===== src/sv/llsh_pkg.sv =====
`default_nettype none

package llsh_pkg;

    localparam int unsigned LLSH_MAX_LAYERS = 256;

    localparam logic [63:0] SEED_VALUE   = 64'h243F6A8885A308D3;
    localparam logic [63:0] MISSING_MARK = 64'h00000000DEADBEEF;
    localparam logic [63:0] GOLDEN_GAMMA = 64'h9E3779B97F4A7C15;
    localparam logic [63:0] FIN_MUL_A    = 64'hBF58476D1CE4E5B9;
    localparam logic [63:0] FIN_MUL_B    = 64'h94D049BB133111EB;

    localparam logic OP_START = 1'b0;
    localparam logic OP_LAYER = 1'b1;

endpackage

`default_nettype wire


===== src/sv/llsh_mix.sv =====
`default_nettype none

module llsh_mix (
    input  logic        i_clk,
    input  logic        i_rst_n,
    input  logic        i_start,
    input  logic [63:0] i_h,
    input  logic [63:0] i_v,
    output logic        o_done,
    output logic [63:0] o_k
);
    import llsh_pkg::*;

    typedef enum logic [3:0] {
        S_IDLE,
        S_COMB,
        S_XS1,
        S_ML0,
        S_ML1,
        S_ML2,
        S_ML3,
        S_XS2,
        S_XS3
    } t_state;

    t_state      r_state;
    logic [63:0] r_h;
    logic [63:0] r_v;
    logic [63:0] r_k;
    logic [63:0] r_acc;
    logic [63:0] r_prod;
    logic        r_second;
    logic        r_done;

    logic [63:0] w_const;
    logic [31:0] w_mul_a;
    logic [31:0] w_mul_b;
    logic [63:0] w_mul;

    assign w_const = r_second ? FIN_MUL_B : FIN_MUL_A;
    assign w_mul_a = (r_state == S_ML2) ? r_k[63:32] : r_k[31:0];
    assign w_mul_b = (r_state == S_ML1) ? w_const[63:32] : w_const[31:0];
    assign w_mul   = {32'd0, w_mul_a} * {32'd0, w_mul_b};

    always_ff @(posedge i_clk) begin
        if (!i_rst_n) begin
            r_state  <= S_IDLE;
            r_second <= 1'b0;
            r_done   <= 1'b0;
        end else begin
            r_done <= (r_state == S_XS3);
            case (r_state)
                S_IDLE: begin
                    if (i_start) begin
                        r_h     <= i_h;
                        r_v     <= i_v;
                        r_state <= S_COMB;
                    end
                end
                S_COMB: begin
                    r_k      <= r_h ^ (r_v + GOLDEN_GAMMA + (r_h << 6) + (r_h >> 2));
                    r_second <= 1'b0;
                    r_state  <= S_XS1;
                end
                S_XS1: begin
                    r_k     <= r_k ^ (r_k >> 30);
                    r_state <= S_ML0;
                end
                S_ML0: begin
                    r_prod  <= w_mul;
                    r_state <= S_ML1;
                end
                S_ML1: begin
                    r_acc   <= r_prod;
                    r_prod  <= w_mul;
                    r_state <= S_ML2;
                end
                S_ML2: begin
                    r_acc   <= r_acc + {r_prod[31:0], 32'd0};
                    r_prod  <= w_mul;
                    r_state <= S_ML3;
                end
                S_ML3: begin
                    r_k     <= r_acc + {r_prod[31:0], 32'd0};
                    r_state <= r_second ? S_XS3 : S_XS2;
                end
                S_XS2: begin
                    r_k      <= r_k ^ (r_k >> 27);
                    r_second <= 1'b1;
                    r_state  <= S_ML0;
                end
                S_XS3: begin
                    r_k     <= r_k ^ (r_k >> 31);
                    r_state <= S_IDLE;
                end
                default: begin
                    r_state <= S_IDLE;
                end
            endcase
        end
    end

    assign o_done = r_done;
    assign o_k    = r_k;

endmodule

`default_nettype wire


===== src/sv/layer_list_signature_hash_unit.sv =====
// Layer list signature unit. A start item seeds a 64-bit running hash from the
// clamped layer count, each layer item then folds in its id and either a
// missing marker or its opacity, blend code, visible flag, clip flag and
// revision, and the item marked last delivers the hash as its result. All
// mixing runs on one shared mix unit whose single 32x32 multiplier is used
// three times for each of the two 64-bit products of a mix. The input stalls
// from the acceptance of an item until its last mix is done and, for an item
// marked last, until its result register is loaded, so no new item is taken
// before the last one is finished. A finished result waits in its own
// register; only the loading of a later result waits for it to be taken.
`default_nettype none

module layer_list_signature_hash_unit #(
    parameter int unsigned MAX_LAYERS = llsh_pkg::LLSH_MAX_LAYERS
) (
    input  logic        i_clk,
    input  logic        i_rst_n,
    input  logic        i_valid,
    output logic        o_stall,
    input  logic [0:0]  i_opcode,
    input  logic [8:0]  i_layer_count,
    input  logic [31:0] i_layer_id,
    input  logic [0:0]  i_present,
    input  logic [31:0] i_opacity_bits,
    input  logic [4:0]  i_blend_code,
    input  logic [0:0]  i_is_visible,
    input  logic [0:0]  i_clips_below,
    input  logic [63:0] i_revision,
    input  logic [0:0]  i_last,
    output logic        o_valid,
    input  logic        i_stall,
    output logic [63:0] o_signature
);
    import llsh_pkg::*;

    typedef enum logic [1:0] {
        S_IDLE,
        S_BUSY,
        S_EMIT
    } t_state;

    typedef enum logic [2:0] {
        F_ID,
        F_OPACITY,
        F_BLEND,
        F_VISIBLE,
        F_CLIP,
        F_REVISION
    } t_field;

    localparam logic [2:0] MIXES_LEFT_PRESENT = 3'd5;
    localparam logic [2:0] MIXES_LEFT_MISSING = 3'd1;
    localparam logic [2:0] MIXES_LEFT_START   = 3'd0;

    t_state      r_state;
    logic [63:0] r_hash;
    logic        r_present;
    logic [31:0] r_opacity;
    logic [4:0]  r_blend;
    logic        r_visible;
    logic        r_clip;
    logic [63:0] r_revision;
    logic        r_last;
    t_field      r_field;
    logic [2:0]  r_left;
    logic        r_mix_start;
    logic [63:0] r_mix_h;
    logic [63:0] r_mix_v;
    logic        r_out_valid;
    logic [63:0] r_out_sig;

    logic [15:0] w_count;
    logic [15:0] w_count_clamped;
    t_field      w_next_field;
    logic [63:0] w_next_v;
    logic        w_mix_done;
    logic [63:0] w_mix_k;

    assign w_count         = {7'd0, i_layer_count};
    assign w_count_clamped = (w_count > 16'(MAX_LAYERS)) ? 16'(MAX_LAYERS) : w_count;
    assign w_next_field    = t_field'(r_field + 3'd1);

    always_comb begin
        case (w_next_field)
            F_OPACITY:  w_next_v = r_present ? {32'd0, r_opacity} : MISSING_MARK;
            F_BLEND:    w_next_v = {59'd0, r_blend};
            F_VISIBLE:  w_next_v = {63'd0, r_visible};
            F_CLIP:     w_next_v = {63'd0, r_clip};
            F_REVISION: w_next_v = r_revision;
            default:    w_next_v = 64'd0;
        endcase
    end

    llsh_mix u_mix (
        .i_clk   (i_clk),
        .i_rst_n (i_rst_n),
        .i_start (r_mix_start),
        .i_h     (r_mix_h),
        .i_v     (r_mix_v),
        .o_done  (w_mix_done),
        .o_k     (w_mix_k)
    );

    always_ff @(posedge i_clk) begin
        if (!i_rst_n) begin
            r_state     <= S_IDLE;
            r_hash      <= 64'd0;
            r_mix_start <= 1'b0;
            r_out_valid <= 1'b0;
        end else begin
            if (r_out_valid && !i_stall && (r_state != S_EMIT)) begin
                r_out_valid <= 1'b0;
            end
            case (r_state)
                S_IDLE: begin
                    r_mix_start <= i_valid;
                    if (i_valid) begin
                        r_present   <= i_present;
                        r_opacity   <= i_opacity_bits;
                        r_blend     <= i_blend_code;
                        r_visible   <= i_is_visible;
                        r_clip      <= i_clips_below;
                        r_revision  <= i_revision;
                        r_last      <= i_last;
                        r_field     <= F_ID;
                        if (i_opcode == OP_LAYER) begin
                            r_mix_h <= r_hash;
                            r_mix_v <= {32'd0, i_layer_id};
                            r_left  <= i_present ? MIXES_LEFT_PRESENT : MIXES_LEFT_MISSING;
                        end else begin
                            r_mix_h <= SEED_VALUE;
                            r_mix_v <= {48'd0, w_count_clamped};
                            r_left  <= MIXES_LEFT_START;
                        end
                        r_state <= S_BUSY;
                    end
                end
                S_BUSY: begin
                    r_mix_start <= w_mix_done && (r_left != 3'd0);
                    if (w_mix_done) begin
                        r_hash <= w_mix_k;
                        if (r_left == 3'd0) begin
                            r_state <= r_last ? S_EMIT : S_IDLE;
                        end else begin
                            r_left      <= r_left - 3'd1;
                            r_field     <= w_next_field;
                            r_mix_h     <= w_mix_k;
                            r_mix_v     <= w_next_v;
                        end
                    end
                end
                S_EMIT: begin
                    r_mix_start <= 1'b0;
                    if (!r_out_valid || !i_stall) begin
                        r_out_valid <= 1'b1;
                        r_out_sig   <= r_hash;
                        r_state     <= S_IDLE;
                    end
                end
                default: begin
                    r_mix_start <= 1'b0;
                    r_state     <= S_IDLE;
                end
            endcase
        end
    end

    assign o_stall     = (r_state != S_IDLE);
    assign o_valid     = r_out_valid;
    assign o_signature = r_out_sig;

endmodule

`default_nettype wire


===== config.mk =====
export PLATFORM = sky130hd
export DESIGN_NAME = layer_list_signature_hash_unit
export DESIGN_NICKNAME = d
export VERILOG_FILES = /design/src/sv/llsh_pkg.sv /design/src/sv/llsh_mix.sv /design/src/sv/layer_list_signature_hash_unit.sv
export SDC_FILE = /design/constraint.sdc
export NUM_CORES = 2
export LEC_CHECK = 0
export ABC_AREA = 1
export BUFFER_PORTS_ARGS = -buffer_cell sky130_fd_sc_hd__buf_2
export CORE_MARGIN = 1
export CORE_UTILIZATION = 54
export CTS_BUF_LIST = sky130_fd_sc_hd__clkbuf_4 sky130_fd_sc_hd__clkbuf_8
export DETAILED_ROUTE_END_ITERATION = 6
export PLACE_DENSITY = 0.76
export SLEW_MARGIN = 25
export SYNTH_ARGS = -nofsm -noshare
export SYNTH_HDL_FRONTEND = slang
export SYNTH_HIERARCHICAL = 1
export SYNTH_SLANG_ARGS = --single-unit

===== constraint.sdc =====
create_clock -name i_clk -period 14.8 [get_ports i_clk]
set_clock_uncertainty 0.05 [all_clocks]
set_input_delay 1.48 -clock i_clk [delete_from_list [all_inputs] [get_ports i_clk]]
set_output_delay 1.48 -clock i_clk [all_outputs]
set_load 0.02 [all_outputs]

# == Yosys cells after proc, flatten, opt, wreduce, memory -nomap -nowiden ==
# Index checks and enable logic that the tools add are counted.
# totals
ff_bits,697
latch_bits,0
ram_bits,0
rom_bits,0
input_bits,151
output_inout_bits,66
elab_cells,126
memories,0
# classes
addsub,6
mul,1
div,0
n_lt_le_gt_ge,1
eq_ne,22
shifts,0
mux,42
bitwise_logic,4
n_reduce_logical,26
# ops
operator,count
$pmux 64 s5,2
$mux 64,7
$pmux 64 s2,3
$add 64x64->64,2
$mux 32,4
$add 64x62->64,1
$add 64x64->64 const B,1
$mul 32x32->64,1
$xor 64x33->64,1
$xor 64x34->64,1
$xor 64x37->64,1
$xor 64x64->64,1
$mux 62,1
$pmux 4 s7,1
$mux 3,8
$eq 4x3->1 const B,4
$ne 2x2->1 const B,6
$pmux 3 s2,2
$mux 2,5
$gt 9x9->1 const B,1
$mux 9,1
$reduce_and 3->1,3
$eq 4x2->1 const B,2
$mux 4,2
27 further kinds,41

# == Depth between registers and ports, before layout ==
# logic_depth
word_depth,6
mapped_depth,42

# == Cells and area by module ==
# The synthesis kept the hierarchy.
# by_module_without_submodules
module,instances,cells_each,area_per_inst_um2,seq_area_each_um2
llsh_mix,1,6568,54671.2,9729.3
layer_list_signature_hash_unit,1,1072,13698.1,10460.0

# == Least setup slack after synthesis ==
# OpenSTA, ideal clock, no wires.
# synth_path
path_type,input-to-reg
startpoint,input port i_rst_n
endpoint,"register r_field[0], enable pin"
setup_ns,0.791
arrival_ns,10.803
slack_ns,3.156
path_stages,3
path_cell_list,inv_1 > clkbuf_1 > nor3_1
# synth_via
elab_chain_len,1
# synth_lines
item,line_no,source
start: declaration,layer_list_signature_hash_unit.sv:17,"input logic i_rst_n,"
$reduce_and 5->1 (no source line),--,
end signal: assignment,layer_list_signature_hash_unit.sv:146,r_field <= w_next_field;
end: declaration,layer_list_signature_hash_unit.sv:64,t_field r_field;
# No other way between the ends.
# A chain may end at the register's enable or synchronous reset.

# == Worst setup path after layout ==
# layout_path
startpoint,register u_mix.r_state[3]
endpoint,register u_mix.r_prod[51] (data pin)
# layout_via
elab_chain_len,3
word_cells_on_any_way,5
cone_classes,1 x mul; 2 x eq/ne; 2 x mux
# layout_lines
item,line_no,source
start: declaration,llsh_mix.sv:26,t_state r_state;
start signal: assignment,llsh_mix.sv:85,r_state <= r_second ? S_XS3 : S_XS2;
"$eq 4x3->1, on equally long branches","llsh_mix.sv:41, llsh_mix.sv:42",
"$mux 32, on equally long branches","llsh_mix.sv:41, llsh_mix.sv:42",
$mul 32x32->64 (*),llsh_mix.sv:43,"assign w_mul = {32'd0, w_mul_a} * {32'd0, w_mul_b};"
named net u_mix.w_mul[51],llsh_mix.sv:38,logic [63:0] w_mul;
end signal: assignment,llsh_mix.sv:70,r_prod <= w_mul;
end signal: assignment,llsh_mix.sv:75,r_prod <= w_mul;
end signal: assignment,llsh_mix.sv:80,r_prod <= w_mul;
end: declaration,llsh_mix.sv:31,logic [63:0] r_prod;
# Mark *: on every way through the listed nets, which the timed path passes. The rest lies on a longest branch.

==> reports/qor.csv <==
stage,metric,value,unit
finish,seq_area,20200,um2
timing,fmax,0.0952,GHz
clocking,cts.sinks,697,
yosys,async_flop_share,0,%
yosys,yosysWarnings,6,
finish,fin_nets,9399,
yosys,postSynthCellCount,7640,
global_route,grt_pass1_vias,56117,
drt,routed_wl,255000,um
finish,layout_commonest_cell,inv_1,
timing,worst_pin_slew,1.08,ns
clocking,ctsHoldBuffers,0,
worst_setup_path,cp_top_family,adder cells,
finish,finalNonFillerCells,9625,
drt,drt_iter0_drc,6236,
floorplan,num_rows,130,
timing,hold_slack,0.336,ns
floorplan,die_y,358,um
global_route,grt_usage,40.4,%
finish,fillerInstances,11044,
yosys,synthTopCellsByArea,"edfxtp_1, fa_1, ha_1, inv_1, nand2_1",
yosys,yosysUniqueCellTypes,64,
worst_setup_path,required,15.37,ns
place,dp.cells,9396,
worst_setup_path,crit_slowest_cell,nor2_1,
timing,period_minus_slack,10.50,ns
clocking,cts_setup_buffers,0,
yosys,avgSynthCellArea,8.95,um2
drt,drc_errors,19,
yosys,synth-seq-cells,697,
floorplan,fp.dieW,358,um
global_route,grt_antenna_before_repair,20,
floorplan,start_util,54.4,%
run_status,outcome,"complete, but fails checks",
global_route,grt.overflow.total,0,
yosys,synth_area,68400,um2
run_status,violations,DRC,
worst_setup_path,cp_max_fo,39,
worst_setup_path,timing.critical_path.buf_inv,11,
global_route,grt_pass1_wl,369000,um
floorplan,ioPinCount,217,
finish,drive_gt1_share,8.17,%
finish,most-common-layout-cells,"inv_1, nand2_1, fa_1",
worst_setup_path,cp.depth,31,
clocking,clkSlewWorstSetupHoldPaths,0.07,ns
place,io_buffers,216,
clocking,cts_tree,done,
hold_path,hp-class,flop to flop,
drt,vias,54431,
timing,tns,0,ns
yosys,synth_edf_count,623,
worst_setup_path,rr_worst_depth,31,
timing,rsz0062_at_grt,no,
clocking,cts_max_path_buffers,3,
worst_setup_path,crit_path_start_kind,flop,
run,max-cap-violations,0,
worst_setup_path,rrSetupSlack,4.30,ns
worst_setup_path,worst-setup-path-type,flop to flop,
finish,multi_input_area,40600,um2
worst_setup_path,crit_arrival,11.07,ns
clocking,cts-resized-gates,0,
drt,first_pass_iters,7,
clocking,clockRootBuffer,clkbuf_8,
yosys,syn_nets,9176,
finish,fin_util,58.9,%
drt,wl_per_cell,26.5,um
timing,maxSlewHeadroom,27.8,%
timing,hold_viol,0,
yosys,synth_ff_type,edfxtp_1,
place,gp_congestion,1.07,
hold_path,holdPathStages,0,
clocking,numCtsBuffers,115,
floorplan,die_area,128000,um2
finish,area_growth,8.21,%
yosys,synth_area_leader_cell,edfxtp_1,
timing,setup_violations,0,
place,hpwlAfterDp,211000,um
yosys,synth.yosys.seq_area_share,29.5,%
drt,drtAntennaViolNets,0,
timing,post-route-period-util,71.0,%
clocking,clock_latency,0.87,ns
worst_setup_path,endpoint_kind,flop,
timing,slew_violations,0,
global_route,grt_max_degree,129,
worst_setup_path,cpPeakStageDelay,0.85,ns
drt,routed_via_density,5.66,
floorplan,design.core.area,126000,um2
yosys,synth_top_area_share,27.4,%
clocking,h-tree-depth,3,
synth_stat cells, types with 4 or more instances:
cell,number
a21o_1,12
a21oi_1,274
a221oi_1,26
a221oi_2,4
a22oi_1,14
a31oi_1,7
a32oi_1,8
and2_1,4
buf_1,16
buf_2,42
buf_4,16
buf_6,14
clkbuf_1,87
clkinv_1,4
dfxtp_1,74
edfxtp_1,623
fa_1,840
ha_1,545
inv_1,1755
inv_2,21
nand2_1,1500
nand3_1,235
nand3b_1,10
nand4_1,44
nor2_1,752
nor2_2,21
nor2_4,8
nor3_1,47
nor4_1,8
o2111ai_1,11
o21ai_0,235
o21ai_1,5
o21ai_2,22
o21ai_4,8
o21bai_1,24
o22ai_1,15
or2_1,7
or2_2,44
xnor2_1,48
xor2_1,174
state kept, by name, indices dropped and copies added, names as in the netlist, 32 cells and up:
signal        flops
u_mix/r_acc      64
r_revision       64
u_mix/r_v        64
r_mix_v          64
r_mix_h          64
r_hash           64
u_mix/r_h        64
o_signature      64
r_opacity        32
u_mix/o_k        64
u_mix/r_prod     64
per-stage QoR:
step / worst slack [ns] / instance area, um2
floorplan: 3.16 / 68400
global route: 4.06 / 74000
global placement: 4.69 / 71200
detailed placement: 4.62 / 71200
CTS: 4.68 / 74000
finish: 4.30 / 74000
worst register-to-register path, delay by kind of cell, from the launching register on:
kind            cells  cell delay, ns
buf+inv            11            2.27
compound gates      1            0.65
fa+ha+maj           9            4.64
flops               1            0.33
simple gates       10            2.38
path summary, 6_finish.rpt:
check                         from               end
setup / recovery  u_mix/r_state[3]  u_mix/r_prod[51]
hold / removal         r_mix_h[51]     u_mix/r_h[51]
setup reg to reg  u_mix/r_state[3]  u_mix/r_prod[51]
hold reg to reg        r_mix_h[51]     u_mix/r_h[51]
area by class of cell:
cell class                      instances  share of cell area (%)
Sequential cell                       697                    27.3
Multi-Input combinational cell       4983                    54.9
Antenna cell                            9                  0.0304
Inverter                             1780                    9.03
Clock inverter                         50                   0.910
Clock buffer                          170                    2.81
Timing Repair Buffer                  286                    2.21
Tap cell                             1650                    2.79
metal layers:
metal / wire length, um / GRT usage [%] / vias to the layer above
li1: - / - / 24059
met3: 21900 / 7.94 / 885
met4: 22200 / 30.1 / 22
met2: 120000 / 65.6 / 2923
met1: 91300 / 47.6 / 26542
met5: 138 / 0.222 / -
kinds of logic (layout without fill, tap and decap cells):
family	after synthesis	in the layout	share of synthesized area, %
compound gates	683	683	5.87
flops	697	697	29.5
simple gates	2693	2693	16.0
xor+xnor	222	222	2.84
other cells	0	9	0
fa+ha+maj	1385	1385	34.6
buf+inv	1960	2286	11.2
Power is left out: the tool's default activity adds up to more than one toggle a clock period on the data nets, which glitch-free logic cannot reach.
